**src/sv/assert_macros.svh**
```systemverilog
// Assertion helpers for the disk request scheduler.
`ifndef ASSERT_MACROS_SVH
`define ASSERT_MACROS_SVH

// Invariant that holds at every clock edge outside reset.
`define DRS_ASSERT_ALWAYS(lbl, expr, msg) \
    lbl: assert property (@(posedge clk) disable iff (!rst_n) (expr)) else $error(msg);

// Implication checked at a clock edge outside reset.
`define DRS_ASSERT_IMPL(lbl, ante, cons, msg) \
    lbl: assert property (@(posedge clk) disable iff (!rst_n) (ante) |-> (cons)) \
        else $error(msg);

// Implication whose consequence is checked in the cycle after the antecedent.
`define DRS_ASSERT_NEXT(lbl, ante, cons, msg) \
    lbl: assert property (@(posedge clk) disable iff (!rst_n) (ante) |=> (cons)) \
        else $error(msg);

`endif

```
**src/sv/drs_pkg.sv**
```systemverilog
package drs_pkg;

    localparam int CYL_W       = 10;
    localparam int SEEK_W      = 16;
    localparam int POLICY_W    = 3;
    localparam int CFG_W       = 10;
    localparam int CFG_IDX_W   = 2;
    localparam int QUEUE_DEPTH = 32;

    localparam logic [POLICY_W-1:0] RST_POLICY = 3'd0;
    localparam logic [CYL_W-1:0]    RST_START  = 10'd53;
    localparam logic [CYL_W-1:0]    RST_MAX    = 10'd199;
    localparam logic [SEEK_W-1:0]   SEEK_SAT   = 16'hFFFF;

    localparam logic [CFG_IDX_W-1:0] REG_POLICY = 2'd0;
    localparam logic [CFG_IDX_W-1:0] REG_START  = 2'd1;
    localparam logic [CFG_IDX_W-1:0] REG_MAX    = 2'd2;

    localparam logic [POLICY_W-1:0] POL_FCFS  = 3'd0;
    localparam logic [POLICY_W-1:0] POL_SSTF  = 3'd1;
    localparam logic [POLICY_W-1:0] POL_SCAN  = 3'd2;
    localparam logic [POLICY_W-1:0] POL_CSCAN = 3'd3;
    localparam logic [POLICY_W-1:0] POL_LOOK  = 3'd4;
    localparam logic [POLICY_W-1:0] POL_CLOOK = 3'd5;

    // search criterion broadcast to every cell
    typedef enum logic [2:0] {
        M_FIRST  = 3'd0,   // earliest loaded
        M_NEAR   = 3'd1,   // nearest to head
        M_MAX_LO = 3'd2,   // largest at or below start
        M_MIN_HI = 3'd3,   // smallest above start
        M_MAX_HI = 3'd4,
        M_MIN_LO = 3'd5
    } mode_t;

    typedef struct packed {
        mode_t            mode;
        logic [CYL_W-1:0] start;
        logic [CYL_W-1:0] head;
    } cell_ctl_t;

    typedef struct packed {
        logic             found;
        logic [CYL_W-1:0] key;
        logic [CYL_W-1:0] value;
    } cand_t;

endpackage

```
**src/sv/drs_cell.sv**
```systemverilog
module drs_cell #(
    parameter int IDX_W = 5,
    parameter int IDX   = 0
) (
    input  logic                      clk,
    input  logic                      rst_n,
    input  logic                      load_en,
    input  logic [drs_pkg::CYL_W-1:0] load_value,
    input  logic                      clear,
    input  logic                      mark_en,
    input  logic                      active,
    input  drs_pkg::cell_ctl_t        ctl,
    input  drs_pkg::cand_t            cand_in,
    input  logic [IDX_W-1:0]          idx_in,
    output drs_pkg::cand_t            cand_out,
    output logic [IDX_W-1:0]          idx_out
);

    logic [drs_pkg::CYL_W-1:0] value_reg;
    logic                      served_reg;
    logic                      found_reg;
    logic [drs_pkg::CYL_W-1:0] key_reg;
    logic [drs_pkg::CYL_W-1:0] cval_reg;
    logic [IDX_W-1:0]          idx_reg;

    logic                      side_lo;
    logic                      elig;
    logic [drs_pkg::CYL_W-1:0] key;
    logic                      take;

    always_comb
    begin
        side_lo = (value_reg <= ctl.start);
        elig    = 1'b0;
        key     = '0;
        unique case (ctl.mode)
            drs_pkg::M_FIRST:
            begin
                elig = 1'b1;
            end
            drs_pkg::M_NEAR:
            begin
                elig = 1'b1;
                key  = (value_reg > ctl.head) ? (value_reg - ctl.head)
                                              : (ctl.head - value_reg);
            end
            drs_pkg::M_MAX_LO:
            begin
                elig = side_lo;
                key  = ~value_reg;
            end
            drs_pkg::M_MIN_HI:
            begin
                elig = !side_lo;
                key  = value_reg;
            end
            drs_pkg::M_MAX_HI:
            begin
                elig = !side_lo;
                key  = ~value_reg;
            end
            drs_pkg::M_MIN_LO:
            begin
                elig = side_lo;
                key  = value_reg;
            end
            default:
            begin
                elig = 1'b0;
            end
        endcase
        // strict compare keeps the earlier-loaded entry on a tie
        take = active && !served_reg && elig && (!cand_in.found || key < cand_in.key);
    end

    always_ff @(posedge clk)
    begin
        if (load_en)
        begin
            value_reg <= load_value;
        end
    end

    always_ff @(posedge clk or negedge rst_n)
    begin
        if (!rst_n)
        begin
            served_reg <= 1'b0;
            found_reg  <= 1'b0;
        end
        else
        begin
            if (clear || load_en)
            begin
                served_reg <= 1'b0;
            end
            else if (mark_en)
            begin
                served_reg <= 1'b1;
            end
            found_reg <= take ? 1'b1 : cand_in.found;
        end
    end

    always_ff @(posedge clk)
    begin
        key_reg  <= take ? key : cand_in.key;
        cval_reg <= take ? value_reg : cand_in.value;
        idx_reg  <= take ? IDX_W'(IDX) : idx_in;
    end

    assign cand_out = {found_reg, key_reg, cval_reg};
    assign idx_out  = idx_reg;

endmodule

```
**config.mk**
```make
export PLATFORM = sky130hd
export DESIGN_NAME = drs_cell
export DESIGN_NICKNAME = d
export VERILOG_FILES = /design/src/sv/assert_macros.svh /design/src/sv/drs_pkg.sv /design/src/sv/drs_cell.sv
export SDC_FILE = /design/constraint.sdc
export NUM_CORES = 1
export LEC_CHECK = 0
export BUFFER_PORTS_ARGS = -buffer_cell sky130_fd_sc_hd__buf_4
export CAP_MARGIN = 25
export CORE_MARGIN = 5
export CORE_UTILIZATION = 46
export CTS_BUF_LIST = sky130_fd_sc_hd__clkbuf_4 sky130_fd_sc_hd__clkbuf_8
export DETAILED_ROUTE_END_ITERATION = 7
export PLACE_DENSITY = 0.75
export REMOVE_ABC_BUFFERS = 1
export SLEW_MARGIN = 20
export SYNTH_ARGS = -nofsm -noshare
export SYNTH_HDL_FRONTEND = slang
export SYNTH_SLANG_ARGS = --single-unit
```
**constraint.sdc**
```tcl
create_clock -name clk -period 11.4 [get_ports clk]
set_clock_uncertainty 0.2 [all_clocks]
set_input_delay 0 -clock clk [delete_from_list [all_inputs] [get_ports clk]]
set_output_delay 0 -clock clk [all_outputs]
set_load 0.005 [all_outputs]
```
==> flow_summary.toml <==
[status]
status = "completed"

[worst_setup_path]
r2r_end = "key_reg[7]"
crit_slowest_cell = "o21ai_1"
cp-end-kind = "flop"
r2r_start = "value_reg[0]"
crit_chain = "inv_1 > ha_1 > inv_1 > fa_1 > a21o_1 > a21oi_1 > o21ai_0 > o21ai_1 > mux2i_1 > xnor2_1 > o22ai_1 > ha_1 > a21oi_1 > o211ai_1 > o211ai_1 > a21oi_1 > o31a_2 > a21oi_4 > mux2_2"
critical_path_class = "flop to flop"
crit_path_max_fanout = 28
crit_path_end = "key_reg[7]"
cp_slowest_stage_delay_ps = 800
regToRegSetupSlack_ps = 5680
start_kind = "flop"
arrival_ps = 5700
reg2reg_depth = 19
startpoint = "value_reg[0]"
cp.required_ps = 11380
critPathMostFrequentCell = "a21oi_1"

[run]
drv_cap = 0

[floorplanning]
die-area_sq_um = 7680
die-width_microns = 87.64
coreArea_sq_um = 5886
die_y_microns = 87.64
start_util_pct = 47.11
row_count = 28
pin_count = 91

[logic_synthesis]
synth.area.top_cells = "dfxtp_1, ha_1, edfxtp_1"
synth_ff_type = "dfxtp_1"
synth_area_sq_um = 2773
synth-seq-cells = 37
yosys.area.top_type = "dfxtp_1"
synth_top_area_share_pct = 18.05
synth_edf_count = 10
syn_area_per_cell_sq_um = 9.336
ys_warn_count = 0
synth.distinct_cells = 44
synthCells = 297
yosysSeqAreaShare_pct = 30.69
synth-async-reset-ratio_pct = 5.405

[clocking]
clk_pin_slew_ps = 70
cts_setup_buffers = 0
clockRootBuffer = "clkbuf_8"
numCtsBuffers = 5
cts-htree-levels = 2
cts.sinks = 37
insertion_delay_ps = 290
cts_max_path_buffers = 2
cts_tree = "yes"
ctsResizeCount = 0

[final_layout]
regArea_sq_um = 850.8
final_cell_mix = "buf_4, inv_1, dlygate4sd3_1"
final_cell_area_sq_um = 3991
diodes = 0
final-instance-count-excl-fill = 500
multi_input_area_sq_um = 1694
final_common_cell = "buf_4"
drive_gt1_share_pct = 28.24
fin_nets = 529
area_growth_pct = 43.95
nFillCells = 474

[place]
gp_congestion = 0.8673
post-dp-hpwl_microns = 5374
place_area_sq_um = 3480
dpl.cell_count = 450
port_buffers = 90

[sta]
holdWs_ps = 74.34
fin_crit_ps = 5721
tightestPinTransition_ps = 973.5
setup_viol = 0
period_share_pct = 50.19
rsz0062_at_grt = "false"
max_slew_margin_pct = 34.66
timing.final.hold_violations = 0
setup_tns_ps = 0
max_freq_mhz = 174.8
slew_violations = 0

[power]
power.density_nw_per_um2 = 104.7
leakage_uw = 0.001995
ir_drop_v = 0.00005295

[global_routing]
grt_max_degree = 29
antenna_found_initial = 0
grt_overflow = 0
grt.total_usage_pct = 18.26
grt_pass1_vias = 2556
grt_pass1_wl_microns = 11280

[detailed_routing]
via_count = 2438
viasPerCell = 4.876
firstDrtPassIters = 4
dr.first_iter.drc_count = 53
wl_microns = 6812
ant_nets = 0
routedWlPerCell_microns = 13.62
drcViolationCount = 0

[min_path]
holdCritPathClass = "input pin to flop"
## synthesized netlist by cell type (4+ instances only)
library cell / number
xor2_1: 14
a31oi_1: 4
buf_2: 5
inv_1: 44
nand2_1: 13
nor2b_1: 9
xnor2_1: 5
clkbuf_1: 5
ha_1: 38
nand3_1: 4
nor2_1: 16
o22ai_1: 9
a21o_1: 4
o21ai_0: 12
mux2_2: 7
nor3_1: 4
edfxtp_1: 10
mux2i_1: 9
mux2_4: 10
dfxtp_1: 25
a21oi_1: 13
## timing repair
item	4_1_cts	5_1_grt
endpoints found under the hold margin	49	0
hold buffers	42	0
setup endpoints to repair	0	0
## cell families (layout without fill, tap and decap cells)
family / count (synthesis) / after routing / share of synthesized area [%]
compound gates: 60 / 60 / 14.26
fa+ha+maj: 40 / 40 / 18.59
simple gates: 59 / 59 / 10.74
xor+xnor: 19 / 19 / 6.002
buf+inv: 56 / 184 / 8.213
mux: 26 / 26 / 11.51
flops: 37 / 37 / 30.69
## metrics by stage
step	utilization, %	power (uW)	setup slack (ps)
2_1_floorplan	-	254.2	6384
3_3_place_gp	59.12	311.6	5882
3_5_place_dp	59.12	314.7	5693
4_1_cts	67.81	422.1	5674
5_1_grt	67.81	447.8	5251
6_report	67.81	417.9	5679
## metal layers
layer / GRT usage, % / routed length (microns)
met1: 22.50 / 2996
met2: 32.67 / 3268
met3: 4.516 / 505
met4: 2.929 / 41
met5: 0 / 0
## critical path, delay by kind of cell, from the launching register on
family | cells | cell delay [ps]
compound gates | 11 | 3040
fa+ha+maj | 3 | 890
mux | 2 | 720
flops | 1 | 450
buf+inv | 2 | 170
xor+xnor | 1 | 140
## how the worst min path moves through the flow
stage | to | depth (start not counted) | start | slack, ps
after floorplan | found_reg | 0 | rst_n | -500
after global placement | found_reg | 1 | rst_n | -420
after detailed placement | found_reg | 1 | rst_n | -410
after CTS | key_reg[9] | 5 | ctl[20] | 70
after global routing | key_reg[9] | 5 | ctl[20] | 120
final | key_reg[9] | 5 | ctl[20] | 70
## layout make-up
cell class | count | area share (%)
sequential | 37 | 21.32
tap | 75 | 2.351
clock buffer | 8 | 2.288
inverter | 44 | 4.138
timing repair buffer | 132 | 27.46
multi-input combinational | 204 | 42.44
## power breakdown
part	total [uW]	internal, uW	switching, uW
sequential	158	150	8.35
combinational	164	90.2	74.1
clock	95.2	50.6	44.6
Power figures use the tool's default switching activity.
